## src/rtl/oal_pkg.sv

```systemverilog
// Package with operation codes, status codes and the cell control type of the ordered list.
`timescale 1ns / 1ps

package oal_pkg;

  // Operation codes of an input transfer.
  localparam logic [2:0] OP_READ      = 3'd0;
  localparam logic [2:0] OP_INS_AT    = 3'd1;
  localparam logic [2:0] OP_DEL_AT    = 3'd2;
  localparam logic [2:0] OP_INS_FIRST = 3'd3;
  localparam logic [2:0] OP_INS_LAST  = 3'd4;
  localparam logic [2:0] OP_DEL_FIRST = 3'd5;
  localparam logic [2:0] OP_DEL_LAST  = 3'd6;

  // Status codes of a result transfer.
  localparam logic [1:0] ST_OK    = 2'd0;
  localparam logic [1:0] ST_FULL  = 2'd1;
  localparam logic [1:0] ST_RANGE = 2'd2;
  localparam logic [1:0] ST_EMPTY = 2'd3;

  // Cell commands broadcast along the chain.
  localparam logic [1:0] CMD_HOLD = 2'd0;
  localparam logic [1:0] CMD_INS  = 2'd1;
  localparam logic [1:0] CMD_DEL  = 2'd2;

  localparam int WORD_W = 32;

  typedef logic [WORD_W-1:0] word_t;

  // Control broadcast to every cell in the same cycle.
  typedef struct packed {
    logic [1:0] cmd;
    logic       rd;
  } cell_ctl_t;

endpackage

```

## src/rtl/oal_cell.sv

```systemverilog
// One storage cell of the list chain: holds, shifts up, shifts down or loads one entry.
`timescale 1ns / 1ps

module oal_cell #(
  parameter int PW  = 8,
  parameter int IDX = 0
) (
  input  logic              clk,
  input  oal_pkg::cell_ctl_t ctl,
  input  logic [PW-1:0]     pos,
  input  oal_pkg::word_t    value,
  input  oal_pkg::word_t    left_word,
  input  oal_pkg::word_t    right_word,
  output oal_pkg::word_t    word,
  output oal_pkg::word_t    rd_word
);
  import oal_pkg::*;

  localparam logic [PW-1:0] MY_IDX = PW'(IDX);

  word_t word_r, word_nxt;
  word_t rd_word_r, rd_word_nxt;

  // Insert opens a slot at pos; delete closes the slot at pos.
  always_comb begin
    word_nxt = word_r;
    case (ctl.cmd)
      CMD_INS: begin
        if (MY_IDX > pos) word_nxt = left_word;
        else if (MY_IDX == pos) word_nxt = value;
      end
      CMD_DEL: begin
        if (MY_IDX >= pos) word_nxt = right_word;
      end
      default: word_nxt = word_r;
    endcase
  end

  // The addressed cell drives its word into the read tree; all others drive zero.
  assign rd_word_nxt = (ctl.rd && (MY_IDX == pos)) ? word_r : '0;

  always_ff @(posedge clk) begin
    word_r    <= word_nxt;
    rd_word_r <= rd_word_nxt;
  end

  assign word    = word_r;
  assign rd_word = rd_word_r;

endmodule

```

## config.mk

```make
export PLATFORM = sky130hd
export DESIGN_NAME = oal_cell
export DESIGN_NICKNAME = d
export VERILOG_FILES = /design/src/rtl/oal_pkg.sv /design/src/rtl/oal_cell.sv
export SDC_FILE = /design/constraint.sdc
export NUM_CORES = 1
export LEC_CHECK = 0
export BUFFER_PORTS_ARGS = -buffer_cell sky130_fd_sc_hd__buf_2
export CORE_MARGIN = 5
export CORE_UTILIZATION = 42
export CTS_CLUSTER_SIZE = 40
export DETAILED_ROUTE_END_ITERATION = 8
export PLACE_DENSITY_LB_ADDON = 0.1
export SLEW_MARGIN = 20
export SYNTH_ARGS = -nofsm -noshare
export SYNTH_HDL_FRONTEND = slang
export SYNTH_SLANG_ARGS = --single-unit
export TNS_END_PERCENT = 100
```

## constraint.sdc

```tcl
create_clock -name clk -period 4 [get_ports clk]
set_input_delay 1 -clock clk [delete_from_list [all_inputs] [get_ports clk]]
set_output_delay 1 -clock clk [all_outputs]
set_load 0.05 [all_outputs]
```

==> out/results.ini, run 1 <==
[pwr]
pwr_density_cell_nw_per_um2 = 363
vdd_ir_drop_max_uv = 195
cellLeakagePower_nw = 1.49
power.total_mw = 1.24

[placed_design]
io_buffers = 139
dp.cells = 381
dpl.hpwl_mm = 4.05
place_ws_ns = 1.00
finalWeightedCongestion = 0.711

[final_layout]
fill_cells = 522
n_antenna_cell = 0
drive_gt1_share_pct = 67.0
areaGrowthSynthToFinish_pct = 32.3
nNetsFinal = 425
instances_no_fill = 396
layout_commonest_cell = buf_2
final_cell_mix = 139 x buf_2, 32 x nand2_1, 32 x dfxtp_1, 32 x edfxtp_1, 30 x mux2_2

[synthesis]
synth_warnings = 0
syn_inst = 180
synth.avg_cell_area_um2 = 14.4
postSynthNetCount = 288
synthesis.area_um2 = 2590
yosysSeqAreaShare_pct = 61.8
synth-seq-cells = 64
ys_types = 16

[timing]
hold_viol_final = 0
setup_slack_ns = 1.36
setup_viol = 0
timing.hold.ws_ns = 0.525
timing.final.crit_share_pct = 66.0
drv_slew = 0
grt_setup_unrepaired = no
skew_ns = 0.00546
tightestPinTransition_ns = 0.891
timing.slew.headroom_pct = 40.5
layout_min_cycle_time_ns = 2.64
setup-tns-final_ns = 0
max_clock_freq_mhz = 379

[clock_tree]
cts_setup_buffers = 0
cts_tree = built
cts_buffers = 9
clk_transition_reported_paths_ns = 0.06
clock_latency_ns = 0.33
cts_sinks = 64
cts_root_buffer = clkbuf_8
ctsHtreeMaxLevel = 3
postCtsHoldBufs = 0
ctsResizeCount = 0
clk_path_buf_depth = 2

[critical_path]
arrival_ns = 2.62
critPathKind = input pin to register
end_kind = register
startpoint = pos[3]
cp.required_ns = 3.98
start_kind = input pin
ff2ff_setup_slack_ns = 3.32
worstPathMaxFanout = 33
r2r-start = word[12]$_DFFE_PP_

[route]
wire_per_inst_um = 14.6
drt_iter0_markers = 49
vias_per_cell = 4.64
drc_errors = 0
firstDrtPassIters = 4
wl_mm = 5.79
ant_nets = 0
via_count = 1838

[status]
status = finished clean

[flow_run]
cap_viol_max_count = 0

[die]
die_w_um = 88.5
fp.coreArea_um2 = 5960
num_io_pins = 172
fp-row-count = 28
dieArea_um2 = 7840
start_util_pct = 43.5
dieHeight_um = 88.5

[worst_hold_path]
worstHoldStart = word[28]$_DFFE_PP_
hold_path.class = register to register

[global_routing]
grt_max_degree = 34
grt_pass1_wl_mm = 8.71
antenna_found_initial = 0
grt_pass1_vias = 1805
grtUsageTotal_pct = 15.0
grt_overflow = 0

sequential cells by signal (all words and copies together) (netlist names):
register / flops
rd_word: 32
word: 32
worst max-delay path: stages:
cell    delay [ns]
buf_2         0.10
or4_4         0.81
nor3_4        0.26
buf_4         0.41
path summary, 6_finish.rpt:
kind / end / cells past startpoint
worst min register to register: rd_word[28]$_SDFF_PN0_ / 2
worst max-delay path: word[16]$_DFFE_PP_ / 4
worst min-delay path: rd_word[28]$_SDFF_PN0_ / 2
worst max register to register: rd_word[12]$_SDFF_PN0_ / 2
logic make-up (layout without fill, tap and decap cells):
logic type                Yosys count  in the layout  share of synthesized area, %
muxes                              32             32                          13.9
and+or+nand+nor                    68             68                          18.5
DFF                                64             64                          61.8
xor gates and xnor gates            1              1                         0.338
buffers and inverters              15            156                          5.41
cell type report:
type,instances,area (um^2),area share (%)
Multi-Input combinational cell,101,863,25.2
Tap cell,75,93.8,2.74
Clock buffer,14,153,4.45
Sequential cell,64,1600,46.7
Clock inverter,1,5.00,0.146
Timing Repair Buffer,141,711,20.7
stage by stage:
step	cell area, um^2	utilization (%)
5_1_grt	3430	57.5
2_1_floorplan	2590	-
4_1_cts	3430	57.5
3_5_place_dp	3270	54.9
3_3_place_gp	3270	54.9
6_report	3430	57.5
routing by layer:
layer	up-vias	track usage, %	routed length (um)
li1	906	-	-
met1	833	16.7	2190
met2	87	25.3	2870
met3	12	5.12	599
met4	0	7.97	134
met5	-	0	0
cells in the mapped netlist:
library cell / n / area, um^2
nor3_4: 3 / 48.8
buf_12: 3 / 60.1
edfxtp_1: 32 / 961
mux2_2: 30 / 338
buf_6: 4 / 45.0
nor3_1: 3 / 15.0
or4_4: 1 / 11.3
nand2_1: 32 / 120
mux2_1: 2 / 22.5
dfxtp_1: 32 / 641
buf_2: 4 / 20.0
clkbuf_1: 4 / 15.0
or4_1: 1 / 7.51
xnor2_1: 1 / 8.76
nor3_2: 27 / 270
nor2b_1: 1 / 6.26
report_power, final:
part           switching [mW]  leakage (nW)  total, mW  internal, mW
Clock                   0.217        0.0805      0.456         0.238
Sequential           0.000377         0.545      0.692         0.691
Combinational          0.0447         0.863     0.0975        0.0528
(Power assumes the default switching activity.)
==> run 2, diff against run 1 <==
--- a/config.mk
+++ b/config.mk
@@ -5,9 +5,10 @@
 export SDC_FILE = /design/constraint.sdc
 export NUM_CORES = 1
 export LEC_CHECK = 0
+export ABC_AREA = 1
 export BUFFER_PORTS_ARGS = -buffer_cell sky130_fd_sc_hd__buf_2
 export CORE_MARGIN = 5
-export CORE_UTILIZATION = 42
+export CORE_UTILIZATION = 41
 export CTS_CLUSTER_SIZE = 40
 export DETAILED_ROUTE_END_ITERATION = 8
 export PLACE_DENSITY_LB_ADDON = 0.1
==> constraint.sdc (replaced) <==
create_clock -name clk -period 2.5 [get_ports clk]
set_input_delay 0.625 -clock clk [delete_from_list [all_inputs] [get_ports clk]]
set_output_delay 0.625 -clock clk [all_outputs]
set_load 0.05 [all_outputs]
==> run 2 against run 1 <==
Net effect:
- largest cell class unchanged
- non-clock buffer count is 5 higher
- cell count is 19% higher
- highest routed layer unchanged
- critical path type is now register to output pin
- count of clock-buffer cells in the layout is 1 lower
- clock skew hardly changed
==> out/results.ini, run 2 <==
[die]
die_w_um = 87.6
fp.coreArea_um2 = 5890
dieHeight_um = 87.6
dieArea_um2 = 7680
num_io_pins = 172
start_util_pct = 42.0
fp-row-count = 28

[global_routing]
grtUsageTotal_pct = 15.4
antenna_found_initial = 0
grt_pass1_wl_mm = 8.83
grt_pass1_vias = 1938
grt_overflow = 0
grt_max_degree = 33

[timing]
max_clock_freq_mhz = 635
skew_ns = 0.00526
tightestPinTransition_ns = 0.557
drv_slew = 0
timing.slew.headroom_pct = 62.9
timing.final.crit_share_pct = 63.0
setup_viol = 0
setup-tns-final_ns = 0
grt_setup_unrepaired = no
layout_min_cycle_time_ns = 1.57
hold_viol_final = 0

[pwr]
pwr_density_cell_nw_per_um2 = 644
pwr-share-seq_pct = 49.6
clkPwrFrac_pct = 43.9
vdd_ir_drop_max_uv = 289
p_int_mw = 1.79
cellLeakagePower_nw = 1.84
power.total_mw = 2.23
p_sw_share_pct = 19.8
pwr-share-comb_pct = 6.5
p_sw_mw = 0.441

[synthesis]
synth-seq-cells = 64
postSynthNetCount = 357
synth_flop_cell = edfxtp_1
synth.avg_cell_area_um2 = 9.92
syn_inst = 249
yosysSeqAreaShare_pct = 64.8
ys_types = 15
ys_async_sr_fraction_pct = 0
synth_edf_count = 32
yosysTopAreaCell = edfxtp_1
synthesis.area_um2 = 2470
synth_area_leaders = edfxtp_1 39%, dfxtp_1 26%, nand2_1 10%
synth_top_cell_area_share_pct = 38.9
yosysMostFrequentCell = nand2_1
synth_common_cells = 67 x nand2_1, 33 x inv_1, 32 x dfxtp_1, 32 x edfxtp_1, 32 x nand3_1
synth_warnings = 0

[final_layout]
areaGrowthSynthToFinish_pct = 40.2
n_antenna_cell = 0
postLayoutCoreUtil_pct = 58.8
final_cell_mix = 139 x buf_2, 67 x nand2_1, 33 x inv_1
nNetsFinal = 501
drive_gt1_share_pct = 48.2
instances_no_fill = 473
layout_commonest_cell = buf_2

[critical_path]
r2r-start = word[13]$_DFFE_PP_
critical-path-slowest-cell = edfxtp_1
arrival_ns = 0.95
worst_r2r_endpoint = rd_word[13]$_SDFF_PN0_
r2r_cells = 2
start_kind = register
end_kind = output pin
cp.required_ns = 1.88
crit_family = flip-flops
crit_chain = buf_2
critPathKind = register to output pin
cp_slowest_stage_delay_ns = 0.35
critPathBufInv = 1
ff2ff_setup_slack_ns = 1.85
worstPathMaxFanout = 2

[clock_tree]
cts_root_buffer = clkbuf_8
ctsResizeCount = 0
clk_path_buf_depth = 2
postCtsHoldBufs = 0
cts_setup_buffers = 0
clock_latency_ns = 0.33
ctsHtreeMaxLevel = 3
cts_tree = built
clk_transition_reported_paths_ns = 0.07
cts_sinks = 64
cts_buffers = 9

[placed_design]
dp.cells = 457
io_buffers = 139
dpl.hpwl_mm = 4.26
finalWeightedCongestion = 0.808

[worst_hold_path]
holdPathStages = 2
hold_end = rd_word[26]$_SDFF_PN0_
worstHoldStart = word[26]$_DFFE_PP_
hold_path.class = register to register

[flow_run]
cap_viol_max_count = 0

[route]
wire_per_inst_um = 12.1
via_count = 2054
drt_iter0_markers = 68
firstDrtPassIters = 4
vias_per_cell = 4.34
wl_mm = 5.72
drc_errors = 0
ant_nets = 0

[status]
status = finished clean

[run 2: cell types whose count changed after synthesis, moves of 4 or more]
| cell | change |
|---|---|
| nand2_1 | +35 |
| inv_1 | +33 |
| nor2_1 | +7 |
| mux2_2 | -30 |
| nand3_1 | +32 |
| nor3_2 | -27 |
| nor2_2 | +27 |
| buf_2 | +4 |
[run 2: logic make-up (layout without fill, tap and decap cells)]
group                  Yosys count  count (layout)  share of synthesized area (%)
XOR/XNOR                         1               1                          0.354
buffers and inverters           46             195                           8.46
flip-flops                      64              64                           64.8
AND/OR/NAND/NOR                138             138                           26.4
[run 2: through the flow]
stage	cell area (um^2)	hold slack, ns	worst slack (ns)
6_report	3460	0.491	0.925
5_1_grt	3460	0.522	0.856
4_1_cts	3460	0.497	0.894
3_5_place_dp	3240	0.480	0.666
3_3_place_gp	3240	0.474	0.683
2_1_floorplan	2480	0.792	0.391
[run 2: cell type report]
type | instances | area, um^2
Clock buffer | 13 | 159
Clock inverter | 3 | 65.1
Fill cell | 548 | 2420
Inverter | 33 | 124
Multi-Input combinational cell | 139 | 672
Sequential cell | 64 | 1600
Tap cell | 75 | 93.8
Timing Repair Buffer | 146 | 748
[run 2: worst max-delay path by stage]
stage	from	end	slack, ns	cells past startpoint
5_1_grt	word[19]$_DFFE_PP_	word[19]	0.86	1
3_3_place_gp	ctl[2]	word[29]$_DFFE_PP_	0.68	4
6_report	word[12]$_DFFE_PP_	word[12]	0.93	1
2_1_floorplan	ctl[2]	word[0]$_DFFE_PP_	0.39	3
4_1_cts	word[12]$_DFFE_PP_	word[12]	0.89	1
3_5_place_dp	ctl[2]	word[29]$_DFFE_PP_	0.67	4
[run 2: routing by layer]
layer	global-route usage [%]	vias up	share of wire, %
li1	-	1063	-
met1	17.1	890	38
met2	25.1	89	48
met3	5.36	12	12
met4	9.76	0	2.8
met5	0	-	0
[run 2: power by group through the flow]
stage	combinational, mW	sequential (mW)	clock, mW
final	0.145	1.11	0.980
after global routing	0.165	1.11	1.06
after CTS	0.147	1.11	1.00
after detailed placement	0.147	1.13	0
after global placement	0.143	1.13	0
after floorplan	0.0659	1.14	0
